### src/rtl/vpr_pkg.sv
package vpr_pkg;

   // Fixed-point format of the trig values and result fields
   localparam int FRAC_BITS = 15;
   localparam int FIELD_W   = 16;

   // Angles in tenths of a degree
   localparam int QUARTER     = 900;
   localparam int FULL_TURN   = 3600;
   localparam int LIMIT_MAX   = 899;
   localparam int LIMIT_RESET = 450;
   localparam int IDX_W       = 10;

   // Yaw wrap: bias keeps the sum positive, reciprocal replaces the modulo
   localparam int WRAP_BIAS  = FULL_TURN * 19;
   localparam int WRAP_SHIFT = 23;
   localparam int WRAP_RECIP = (1 << WRAP_SHIFT) / FULL_TURN;

   typedef logic [FRAC_BITS-1:0] trig_mag_type;
   typedef trig_mag_type sin_table_type [0:QUARTER];

   // Updated yaw and pitch handed from the angle stage
   typedef struct packed {
      logic        [11:0] yaw;
      logic signed [10:0] pitch;
   } angle_type;

   // Table magnitudes and signs handed from the lookup stage
   typedef struct packed {
      trig_mag_type sy;
      trig_mag_type cy;
      trig_mag_type sp;
      trig_mag_type cp;
      logic         sy_neg;
      logic         cy_neg;
      logic         sp_neg;
   } trig_type;

   // Sine of t tenths of a degree (t in 0..900), Taylor series in Q30
   function automatic trig_mag_type quarter_sin(input int t);
      longint unsigned x;
      longint unsigned x2;
      longint unsigned term;
      longint unsigned prod;
      longint          sum;
      longint          q;
      longint          maxq;
      x = (64'(unsigned'(t)) * 64'd3373259426 + 64'd900) / 64'd1800;
      x2 = (x * x) >> 30;
      term = x;
      sum = longint'(x);
      maxq = (longint'(1) << FRAC_BITS) - 1;
      for (int k = 1; k <= 9; k++) begin
         prod = (term * x2) >> 30;
         unique case (k)
            1:       term = prod / 64'd6;
            2:       term = prod / 64'd20;
            3:       term = prod / 64'd42;
            4:       term = prod / 64'd72;
            5:       term = prod / 64'd110;
            6:       term = prod / 64'd156;
            7:       term = prod / 64'd210;
            8:       term = prod / 64'd272;
            default: term = prod / 64'd342;
         endcase
         if (k % 2 == 1) begin
            sum = sum - longint'(term);
         end else begin
            sum = sum + longint'(term);
         end
      end
      if (sum < 0) begin
         sum = 0;
      end
      if (FRAC_BITS < 30) begin
         q = (sum + (longint'(1) << (29 - FRAC_BITS))) >>> (30 - FRAC_BITS);
      end else if (FRAC_BITS == 30) begin
         q = sum;
      end else begin
         q = sum << (FRAC_BITS - 30);
      end
      if (q > maxq) begin
         q = maxq;
      end
      return trig_mag_type'(q);
   endfunction

   // Quarter-wave table contents
   function automatic sin_table_type build_sin_table();
      sin_table_type tbl;
      for (int i = 0; i <= QUARTER; i++) begin
         tbl[i] = quarter_sin(i);
      end
      return tbl;
   endfunction

   // Apply a sign to a magnitude and keep the low field bits
   function automatic logic [FIELD_W-1:0] to_field(input logic neg, input trig_mag_type mag);
      logic [FRAC_BITS+FIELD_W:0] wide;
      wide = {{(FIELD_W+1){1'b0}}, mag};
      if (neg) begin
         wide = -wide;
      end
      return wide[FIELD_W-1:0];
   endfunction

endpackage

### src/rtl/vpr_product.sv
module vpr_product (
   input  logic                clock,
   input  logic                reset,
   input  logic                en,
   input  logic                in_valid,
   input  vpr_pkg::trig_type   trig,
   output logic                out_valid,
   output logic [127:0]        out_data
);

   localparam int PW = 2 * vpr_pkg::FRAC_BITS + 1;

   vpr_pkg::trig_mag_type mag_sp_cy, mag_sp_sy, mag_cp_cy, mag_sy_cp;
   logic [127:0]          data_in;
   logic [127:0]          data_ff;
   logic                  valid_ff;

   // Q product of two magnitudes, rounded half up (half away from zero overall)
   function automatic vpr_pkg::trig_mag_type qmul_mag(input vpr_pkg::trig_mag_type a,
                                                      input vpr_pkg::trig_mag_type b);
      logic [PW-1:0] p;
      p = PW'(a) * PW'(b) + (PW'(1) << (vpr_pkg::FRAC_BITS - 1));
      return p[2*vpr_pkg::FRAC_BITS-1:vpr_pkg::FRAC_BITS];
   endfunction

   assign mag_sp_cy = qmul_mag(trig.sp, trig.cy);
   assign mag_sp_sy = qmul_mag(trig.sp, trig.sy);
   assign mag_cp_cy = qmul_mag(trig.cp, trig.cy);
   assign mag_sy_cp = qmul_mag(trig.sy, trig.cp);

   // Pack the eight matrix entries, right_x in the lowest bits
   assign data_in = {
      vpr_pkg::to_field(!trig.sy_neg, mag_sy_cp),
      vpr_pkg::to_field(!trig.sp_neg, trig.sp),
      vpr_pkg::to_field(!trig.cy_neg, mag_cp_cy),
      vpr_pkg::to_field(trig.sp_neg ^ trig.sy_neg, mag_sp_sy),
      vpr_pkg::to_field(1'b1, trig.cp),
      vpr_pkg::to_field(trig.sp_neg ^ trig.cy_neg, mag_sp_cy),
      vpr_pkg::to_field(trig.cy_neg, trig.cy),
      vpr_pkg::to_field(!trig.sy_neg, trig.sy)
   };

   // Result register
   always_ff @(posedge clock) begin
      if (reset) begin
         valid_ff <= 1'b0;
      end else if (en) begin
         valid_ff <= in_valid;
      end
   end

   always_ff @(posedge clock) begin
      if (en) begin
         data_ff <= data_in;
      end
   end

   assign out_valid = valid_ff;
   assign out_data  = data_ff;

endmodule

### config.mk
export PLATFORM = sky130hd
export DESIGN_NAME = vpr_product
export DESIGN_NICKNAME = d
export VERILOG_FILES = /design/src/rtl/vpr_pkg.sv /design/src/rtl/vpr_product.sv
export SDC_FILE = /design/constraint.sdc
export NUM_CORES = 2
export LEC_CHECK = 0
export BUFFER_PORTS_ARGS = -buffer_cell sky130_fd_sc_hd__buf_2
export CORE_MARGIN = 2
export CORE_UTILIZATION = 54
export DETAILED_ROUTE_END_ITERATION = 8
export PLACE_DENSITY = 0.72
export SYNTH_ARGS = -nofsm -noshare
export SYNTH_HDL_FRONTEND = slang
export SYNTH_SLANG_ARGS = --single-unit
### constraint.sdc
create_clock -name clock -period 15.1 [get_ports clock]
set_input_delay 3.02 -clock clock [delete_from_list [all_inputs] [get_ports clock]]
set_output_delay 3.02 -clock clock [all_outputs]
set_load 0.01 [all_outputs]
==> key figures <==
Logic synthesis
  • Gate Count Post-Synth: 4094
  • Ys flop type: edfxtp_1
  • Netlist cell types: 87
  • Xor/xnor cell area share of the yosys netlist: 3.96%
  • Synth Net Count: 5245
  • EDFF count, synth: 128
  • Compound-cell area share of the yosys netlist: 6.88%
  • Synth Area in Adders: 50.6%
  • Post-synthesis async set-or-reset flop share: 0%
  • Largest family of logic cells by synthesized area: adder cells
  • Synth Register Bits: 129
  • Multiplexer share of the synthesized area: 0.375%
  • Ys Warns: 0
  • Syn_area_per_cell: 8.97 um^2
  • Register area share after synthesis: 10.5%
  • Simple-Gate Fraction of Synth Area: 16.8%
  • Synth Cell Area: 36700 um^2

STA
  • RSZ-0062 raised after global routing: no
  • Final Skew: 0 ns
  • Fin crit share: 65.9%
  • Final hold vios: 0
  • Slew Limit Fails: 0
  • Total negative slack: 0 ns
  • Relative slew slack: 24.8%
  • Endpoints failing setup: 0
  • FMAX: 101 MHz
  • Min Clock Period, post-route: 9.94 ns
  • Worst-margin pin slew: 1.12 ns

Clocking
  • Root buf cell: clkbuf_16
  • Number of gates resized after CTS: 0
  • Number of CTS-inserted buffers: 17
  • CTS tree: done
  • Clk_lat worst skew: 0.49 ns
  • Hold_buf cts: 0
  • Clock slew seen by the registers of the worst setup and hold paths: 0.07 ns
  • H-tree depth: 4
  • Number of setup buffers added after CTS: 0
  • Clock Path Buffers: 2
  • CTS Sinks: 129

Outcome
  • Status: completed

Setup path
  • R2r startpoint: out_valid$_SDFFE_PP0P_
  • Beginning of the critical path: trig[29]
  • CP max FO: 34
  • Critical path class: primary input to flop
  • CP endpoint kind: flop
  • CP startpoint kind: primary input
  • WP data arrival: 10.18 ns
  • Critical Path RT: 15.34 ns

Placement
  • RePlAce Congestion: 0.895
  • Post-DP HPWL: 67300 um
  • Placed instance area: 38000 um^2
  • Number of port buffers: 195

Route
  • 1st-iter DRT viols: 1724
  • Final ANT Viol Nets: 0
  • Pre-antenna DRT Iters: 8
  • Final WL: 91000 um
  • Routed vias: 27700
  • Via/cell ratio: 5.57
  • Post-DR wirelength/cell: 18.3 um
  • Residual DRC count: 0

Die
  • Die Y: 265 um
  • Initial core utilization: 54.6%
  • CORE AREA: 67300 um^2
  • Die width: 265 um
  • Area of the die: 70100 um^2
  • Row count: 95
  • I/O pins: 196

Global routing
  • Grt total ovfl: 0
  • Largest net degree at the start of global routing: 67
  • Vias in the first global route: 29200
  • Initial antenna violation count: 4
  • First-pass GRT wire length: 152000 um
  • Tot GR Track Use: 27.4%

Flow run
  • Max-Cap Viols: 0

Hold path
  • Hold crit path type: flop to flop
  • Min-delay src: out_valid$_SDFFE_PP0P_

Final layout
  • FILL cells: 5905
  • Multi-input gate area: 28900 um^2
  • Final non-filler cell area: 38600 um^2
  • Share of cells above drive strength 1: 6.69%
  • Area grow syn2layout: 5.09%
  • Area occupied by registers: 3860 um^2
  • Total Nets Final: 5233
-- critical path, stage by stage --
cell      delay, ns
buf_2          0.55
nand2_1        0.17
fa_1           0.53
fa_1           0.53
inv_1          0.07
fa_1           0.56
fa_1           0.44
fa_1           0.49
inv_1          0.05
fa_1           0.49
inv_1          0.04
ha_1           0.55
nand3_4        0.15
o32ai_1        0.60
a211oi_1       0.13
o21ai_1        0.26
xor2_1         0.13
or2_2          0.35
or4_4          0.56
o41ai_2        0.37
xor2_1         0.10
-- placed cells by master, fill, tap and decap left out, types with 19 or more instances in the layout --
cell and n:
nand2_1 616, a21o_1 32, o21ai_0 60, fa_1 668
ha_1 416, nand3_1 32, inv_1 814, nand2b_1 19
a211oi_1 21, a31oi_1 27, a21oi_1 111, nor3_1 33
and2_1 371, nor2_1 106, edfxtp_1 128, xor2_1 68
buf_2 194, xnor2_1 98
-- worst paths after layout --
check	to	slack, ns	depth (start not counted)
worst max register to register	out_valid$_SDFFE_PP0P_	14.52	2
worst min-delay path	out_valid$_SDFFE_PP0P_	0.50	2
worst max-delay path	out_data[76]$_DFFE_PP_	5.16	21
worst min register to register	out_valid$_SDFFE_PP0P_	0.50	2
-- sequential cells by signal, summed over array words and instances (netlist names) --
register / cells
out_data: 128
out_valid: 1
-- layout make-up --
class	instances	area share, %
Sequential cell	129	10.0
Timing Repair Buffer	206	2.76
Clock buffer	18	1.11
Multi-Input combinational cell	2913	74.8
Clock inverter	14	0.519
Antenna cell	1	0.00649
Tap cell	873	2.83
Inverter	815	7.93
-- synthesized netlist by cell type, drive strengths merged (5+ instances only) --
master	count	area share, %
o21a	8	0.16
buf	12	0.20
o31ai	12	0.25
a2111oi	7	0.24
xnor2	98	2.3
mux2i	7	0.19
a211o	5	0.12
o211ai	16	0.33
o41ai	5	0.14
nor2b	6	0.10
nand4b	5	0.12
o21ai	66	0.91
nand2b	19	0.32
or2	5	0.085
xor2	68	1.6
nand4	18	0.32
edfxtp	128	10
nor2	106	1.1
a21o	32	0.65
nor3	34	0.48
a211oi	23	0.50
and2	371	6.3
a31o	5	0.12
nand3	33	0.48
clkbuf	225	2.3
nand2	616	6.3
and3	11	0.19
ha	416	14
inv	814	8.3
a21oi	112	1.6
fa	668	36
nor4	16	0.35
a41oi	9	0.21
mux2	6	0.18
o311ai	6	0.14
o21bai	9	0.18
or3	14	0.24
a31oi	27	0.46
-- cells by family (layout without fill, tap and decap cells) --
kind of cell               Yosys count  count (layout)
DFF                                129             129
adders and majority gates         1084            1084
muxes                               13              13
xor gates and xnor gates           166             166
and+or+nand+nor                   1272            1272
buffers and inverters             1052            1053
other                                0               1
AOI/OAI and AO/OA                  378             378
-- through the flow --
step / util, % / worst slack, ns / cells / hold WS [ns]
6_report: 57.4 / 5.16 / 4969 / 0.496
3_5_place_dp: 56.4 / 4.71 / 4936 / 0.482
4_1_cts: 57.3 / 5.24 / 4968 / 0.500
5_1_grt: 57.3 / 4.81 / 4968 / 0.564
2_1_floorplan: - / 5.43 / 4094 / 0.528
3_3_place_gp: 56.4 / 4.85 / 4936 / 0.472
-- routing by layer --
layer  up-vias  global-route usage, %  wire (um)
li1      12600                      -          -
met1     14000                   36.7      38600
met2       945                   46.0      43900
met3       180                   4.20       5730
met4         2                   8.66       2760
met5         -                      0         13
Power is not shown: default switching activity piles up to over one toggle a cycle in this logic, so the estimate is an artifact.
