<file path="src/rtl/vpr_pkg.sv">
package vpr_pkg;

   // Fixed-point format of the trig values and result fields
   localparam int FRAC_BITS = 15;
   localparam int FIELD_W   = 16;

   // Angles in tenths of a degree
   localparam int QUARTER     = 900;
   localparam int FULL_TURN   = 3600;
   localparam int LIMIT_MAX   = 899;
   localparam int LIMIT_RESET = 450;
   localparam int IDX_W       = 10;

   // Yaw wrap: bias keeps the sum positive, reciprocal replaces the modulo
   localparam int WRAP_BIAS  = FULL_TURN * 19;
   localparam int WRAP_SHIFT = 23;
   localparam int WRAP_RECIP = (1 << WRAP_SHIFT) / FULL_TURN;

   typedef logic [FRAC_BITS-1:0] trig_mag_type;
   typedef trig_mag_type sin_table_type [0:QUARTER];

   // Updated yaw and pitch handed from the angle stage
   typedef struct packed {
      logic        [11:0] yaw;
      logic signed [10:0] pitch;
   } angle_type;

   // Table magnitudes and signs handed from the lookup stage
   typedef struct packed {
      trig_mag_type sy;
      trig_mag_type cy;
      trig_mag_type sp;
      trig_mag_type cp;
      logic         sy_neg;
      logic         cy_neg;
      logic         sp_neg;
   } trig_type;

   // Sine of t tenths of a degree (t in 0..900), Taylor series in Q30
   function automatic trig_mag_type quarter_sin(input int t);
      longint unsigned x;
      longint unsigned x2;
      longint unsigned term;
      longint unsigned prod;
      longint          sum;
      longint          q;
      longint          maxq;
      x = (64'(unsigned'(t)) * 64'd3373259426 + 64'd900) / 64'd1800;
      x2 = (x * x) >> 30;
      term = x;
      sum = longint'(x);
      maxq = (longint'(1) << FRAC_BITS) - 1;
      for (int k = 1; k <= 9; k++) begin
         prod = (term * x2) >> 30;
         unique case (k)
            1:       term = prod / 64'd6;
            2:       term = prod / 64'd20;
            3:       term = prod / 64'd42;
            4:       term = prod / 64'd72;
            5:       term = prod / 64'd110;
            6:       term = prod / 64'd156;
            7:       term = prod / 64'd210;
            8:       term = prod / 64'd272;
            default: term = prod / 64'd342;
         endcase
         if (k % 2 == 1) begin
            sum = sum - longint'(term);
         end else begin
            sum = sum + longint'(term);
         end
      end
      if (sum < 0) begin
         sum = 0;
      end
      if (FRAC_BITS < 30) begin
         q = (sum + (longint'(1) << (29 - FRAC_BITS))) >>> (30 - FRAC_BITS);
      end else if (FRAC_BITS == 30) begin
         q = sum;
      end else begin
         q = sum << (FRAC_BITS - 30);
      end
      if (q > maxq) begin
         q = maxq;
      end
      return trig_mag_type'(q);
   endfunction

   // Quarter-wave table contents
   function automatic sin_table_type build_sin_table();
      sin_table_type tbl;
      for (int i = 0; i <= QUARTER; i++) begin
         tbl[i] = quarter_sin(i);
      end
      return tbl;
   endfunction

   // Apply a sign to a magnitude and keep the low field bits
   function automatic logic [FIELD_W-1:0] to_field(input logic neg, input trig_mag_type mag);
      logic [FRAC_BITS+FIELD_W:0] wide;
      wide = {{(FIELD_W+1){1'b0}}, mag};
      if (neg) begin
         wide = -wide;
      end
      return wide[FIELD_W-1:0];
   endfunction

endpackage

</file>
<file path="src/rtl/vpr_angle.sv">
module vpr_angle (
   input  logic                    clock,
   input  logic                    reset,
   input  logic                    accept,
   input  logic signed [15:0]      mouse_x,
   input  logic signed [15:0]      mouse_y,
   input  logic                    csr_wr_en,
   input  logic [9:0]              csr_wr_data,
   output vpr_pkg::angle_type      angle
);

   logic        [11:0] yaw_ff, yaw_in;
   logic signed [10:0] pitch_ff, pitch_in;
   logic signed [15:0] last_x_ff, last_y_ff;
   logic        [9:0]  limit_ff;

   logic signed [16:0] dx, dy;
   logic signed [18:0] wrap_sum;
   logic        [17:0] wrap_u;
   logic        [29:0] recip_prod;
   logic        [6:0]  quot_est;
   logic        [17:0] wrap_rem;
   logic signed [17:0] pitch_sum;
   logic        [9:0]  lim;
   logic signed [17:0] lim_s;

   // Movement since the previous pointer position
   assign dx = 17'(mouse_x) - 17'(last_x_ff);
   assign dy = 17'(mouse_y) - 17'(last_y_ff);

   // Yaw modulo a full turn: biased sum, reciprocal quotient, one correction
   assign wrap_sum   = signed'(19'(yaw_ff)) + 19'(dx) + 19'(vpr_pkg::WRAP_BIAS);
   assign wrap_u     = wrap_sum[17:0];
   assign recip_prod = 30'(wrap_u) * 30'(vpr_pkg::WRAP_RECIP);
   assign quot_est   = recip_prod[29:vpr_pkg::WRAP_SHIFT];
   assign wrap_rem   = wrap_u - 18'(quot_est) * 18'(vpr_pkg::FULL_TURN);

   always_comb begin
      if (wrap_rem >= 18'(vpr_pkg::FULL_TURN)) begin
         yaw_in = 12'(wrap_rem - 18'(vpr_pkg::FULL_TURN));
      end else begin
         yaw_in = wrap_rem[11:0];
      end
   end

   // Pitch saturates at the programmed limit, itself held below a right angle
   assign pitch_sum = 18'(pitch_ff) + 18'(dy);
   assign lim       = (limit_ff > 10'(vpr_pkg::LIMIT_MAX)) ? 10'(vpr_pkg::LIMIT_MAX) : limit_ff;
   assign lim_s     = signed'({8'b0, lim});

   always_comb begin
      priority if (pitch_sum > lim_s) begin
         pitch_in = 11'(lim_s);
      end else if (pitch_sum < -lim_s) begin
         pitch_in = 11'(-lim_s);
      end else begin
         pitch_in = 11'(pitch_sum);
      end
   end

   // Hold state between accepted words
   always_ff @(posedge clock) begin
      if (reset) begin
         yaw_ff    <= '0;
         pitch_ff  <= '0;
         last_x_ff <= '0;
         last_y_ff <= '0;
         limit_ff  <= 10'(vpr_pkg::LIMIT_RESET);
      end else begin
         if (accept) begin
            yaw_ff    <= yaw_in;
            pitch_ff  <= pitch_in;
            last_x_ff <= mouse_x;
            last_y_ff <= mouse_y;
         end
         if (csr_wr_en) begin
            limit_ff <= csr_wr_data;
         end
      end
   end

   assign angle.yaw   = yaw_ff;
   assign angle.pitch = pitch_ff;

   a_yaw_range: assert property (@(posedge clock) disable iff (reset)
      yaw_ff < 12'(vpr_pkg::FULL_TURN))
      else $error("yaw left the full turn");

   a_pitch_range: assert property (@(posedge clock) disable iff (reset)
      (pitch_ff <= 11'sd899) && (pitch_ff >= -11'sd899))
      else $error("pitch passed a right angle");

   a_state_hold: assert property (@(posedge clock) disable iff (reset)
      !accept |=> $stable(yaw_ff) && $stable(pitch_ff) && $stable(last_x_ff))
      else $error("angle state moved without a word");

endmodule

</file>
<file path="config.mk">
export PLATFORM = sky130hd
export DESIGN_NAME = vpr_angle
export DESIGN_NICKNAME = d
export VERILOG_FILES = /design/src/rtl/vpr_pkg.sv /design/src/rtl/vpr_angle.sv
export SDC_FILE = /design/constraint.sdc
export NUM_CORES = 1
export LEC_CHECK = 0
export ABC_CLOCK_PERIOD_IN_PS = 15580
export BUFFER_PORTS_ARGS = -buffer_cell sky130_fd_sc_hd__clkbuf_2
export CORE_AREA = 2 2 212 214
export CTS_BUF_LIST = sky130_fd_sc_hd__clkbuf_4 sky130_fd_sc_hd__clkbuf_8 sky130_fd_sc_hd__clkbuf_16
export CTS_CLUSTER_SIZE = 25
export DETAILED_ROUTE_END_ITERATION = 12
export DIE_AREA = 0 0 214 216
export HOLD_SLACK_MARGIN = 0.08
export PLACE_DENSITY_LB_ADDON = 0.1
export SYNTH_ARGS = -nofsm -noshare
export SYNTH_HDL_FRONTEND = slang
export SYNTH_SLANG_ARGS = --single-unit
</file>
<file path="constraint.sdc">
create_clock -name clock -period 15.58 [get_ports clock]
set_input_delay 1.558 -clock clock [delete_from_list [all_inputs] [get_ports clock]]
set_output_delay 1.558 -clock clock [all_outputs]
set_load 0.01 [all_outputs]
</file>
==> impl_metrics.tcl <==
set metrics [dict create \
    status "completed" \
    cts_tree "yes" \
    crit_path_max_incr_delay_ns 0.60 \
    ys_ff_latch 65 \
    clockRootBuffer "clkbuf_16" \
    cts.sinks 65 \
    ys.flop_type "dfxtp_1" \
    rsz0062_at_grt "no" \
    arrival_ns 14.12 \
    min-delay-path-class "reg2reg" \
    skew_ns 0.00772 \
    synthCells 1270 \
    numCtsBuffers 9 \
    path_class "in2reg" \
    syn_area_um2 10900 \
    grt_pass1_vias 8815 \
    synth_cell_type_count 78 \
    synth_commonest_cells "234 x ha_1, 212 x inv_1, 116 x nor2_1" \
    worstReg2RegStart "yaw_ff[2]" \
    cts_hold_buf 0 \
    grt_start_max_net_pins 55 \
    synth_xor_area_frac 0.0622 \
    drtIter0Drc 286 \
    period_needed_ns 13.86 \
    remaining_drc_errors 0 \
    critPathLaunch "mouse_x[2]" \
    fmax_mhz 72.1 \
    cts-resized-gates 0 \
    antenna_found_initial 0 \
    die_area_um2 46200 \
    synthTopCellsByArea "ha_1 27%, fa_1 13%, dfxtp_1 12%" \
    htreeDepth 3 \
    relSlewSlack 0.133 \
    clkLatencyLatePin_ns 0.34 \
    setup_violations 0 \
    yosysMostFrequentCell "ha_1" \
    port_buffers 68 \
    crit_required_ns 15.84 \
    startpoint_type "input port" \
    ioPinCount 69 \
    yosys.area_share.simple 0.130 \
    cts_buffer_depth 2 \
    nNetsFinal 1684 \
    netlist.area_leader.share 0.269 \
    period_share 0.890 \
    n_antenna_cell 0 \
    vias 8652 \
    synthArstFlopShare 0 \
    synth_top_family_by_area "adder cells" \
    wire_per_inst_um 15.3 \
    synthAdderAreaFrac 0.401 \
    core_um2 43800 \
    vias_per_cell 4.48 \
    tns_ns 0 \
    drtPass1Iterations 4 \
    yosysTopAreaCell "ha_1" \
    synth_area_per_cell_um2 8.57 \
    yosys_warnings 0 \
    path_clk_slew_ns 0.06 \
    hold_start "last_x_ff[12]" \
    grtUsageTotal 0.132 \
    drt-total-wl_um 29600 \
    placementRows 77 \
    hpwl_um 24800 \
    ant_nets 0 \
    cp-end-kind "register" \
    grt-ovfl-total 0 \
    cpMostUsedCell "ha_1" \
    initial_core_util 0.248 \
    syn_nets 1620 \
    dieHeight_um 216 \
    cp_max_fo 13 \
    drive_above_1_share 0.0919 \
    maxCapViolCount 0 \
    area_growth_pct 12.4 \
    fp.dieW_um 214 \
    gp_congestion 0.759 \
    max_slew.worst_pin.slew_ns 1.29 \
    ys_seq_area_frac 0.120 \
    grt_pass1_wl_um 48500 \
    synth_edf_count 0 \
    slowest_stage "xnor2_1" \
    drv_slew 0 \
    post_cts_buffers 0 \
    synth_compound_area_frac 0.152 \
    hold_viol_final 0 \
    synth.area.mux_share 0.0530 \
]
-- per-layer routing --
layer	GRT usage	part of all wire	up-vias
met1	0.193	0.53	4075
met2	0.211	0.44	80
li1	-	-	4485
met4	0.0207	0.0063	0
met3	0.0138	0.020	12
met5	0	0	-
-- worst paths after layout --
check / end / slack, ns / cells past startpoint
setup reg to reg: yaw_ff[5] / 2.68 / 53
setup / recovery: yaw_ff[5] / 1.72 / 54
hold / removal: last_x_ff[12] / 0.49 / 2
hold reg to reg: last_x_ff[12] / 0.49 / 2
-- placed cells by master (no fill, tap or decap), types with 50 or more instances in the layout --
cell type	synthesis	routed
a21oi_1	66	66
inv_1	212	212
clkbuf_2	0	67
nor2_1	116	116
dfxtp_1	65	65
xnor2_1	50	50
ha_1	234	234
fa_1	70	70
mux2i_1	55	55
nand2_1	53	53
-- through the flow --
step	worst slack [ns]	hold slack, ns	instance area, µm²	utilization	cells
after floorplan	2.66	0.452	10900	-	1270
after global placement	1.48	0.475	11900	0.272	1915
after detailed placement	1.34	0.482	11900	0.272	1915
after CTS	1.61	0.498	12200	0.279	1931
after global routing	0.530	0.526	12200	0.279	1931
final	1.72	0.490	12200	0.279	1931
-- area by class of cell --
| class | instances | area, µm² |
|---|---|---|
| timing repair buffer | 79 | 425 |
| multi-input combinational | 966 | 8680 |
| inverter | 213 | 800 |
| tap | 592 | 741 |
| sequential | 65 | 1300 |
| clock buffer | 11 | 246 |
| clock inverter | 5 | 38.8 |
| fill | 4841 | 31600 |
-- flip-flops by register name (all words and copies together), names as in the netlist --
register / count
last_x_ff: 16
last_y_ff: 16
yaw_ff: 12
pitch_ff: 11
limit_ff: 10
-- worst max-delay path: cells and delay by family --
family | cells | cell delay, ns
adder cells (fa/ha/maj) | 15 | 5.31
AND/OR/NAND/NOR | 9 | 1.05
buffers and inverters | 7 | 0.58
multiplexers | 1 | 0.34
XOR/XNOR | 4 | 1.18
AO/OA/AOI/OAI | 18 | 4.09
-- logic make-up (layout without fill, tap and decap cells) --
kind of cell / count (synthesis) / after routing
buffers and inverters: 239 / 308
flip-flops: 65 / 65
XOR/XNOR: 74 / 74
multiplexers: 57 / 57
AO/OA/AOI/OAI: 238 / 238
adder cells (fa/ha/maj): 307 / 307
AND/OR/NAND/NOR: 290 / 290
Power is left out: the tool's default activity adds up to more than one toggle a clock period on the data nets, which glitch-free logic cannot reach.
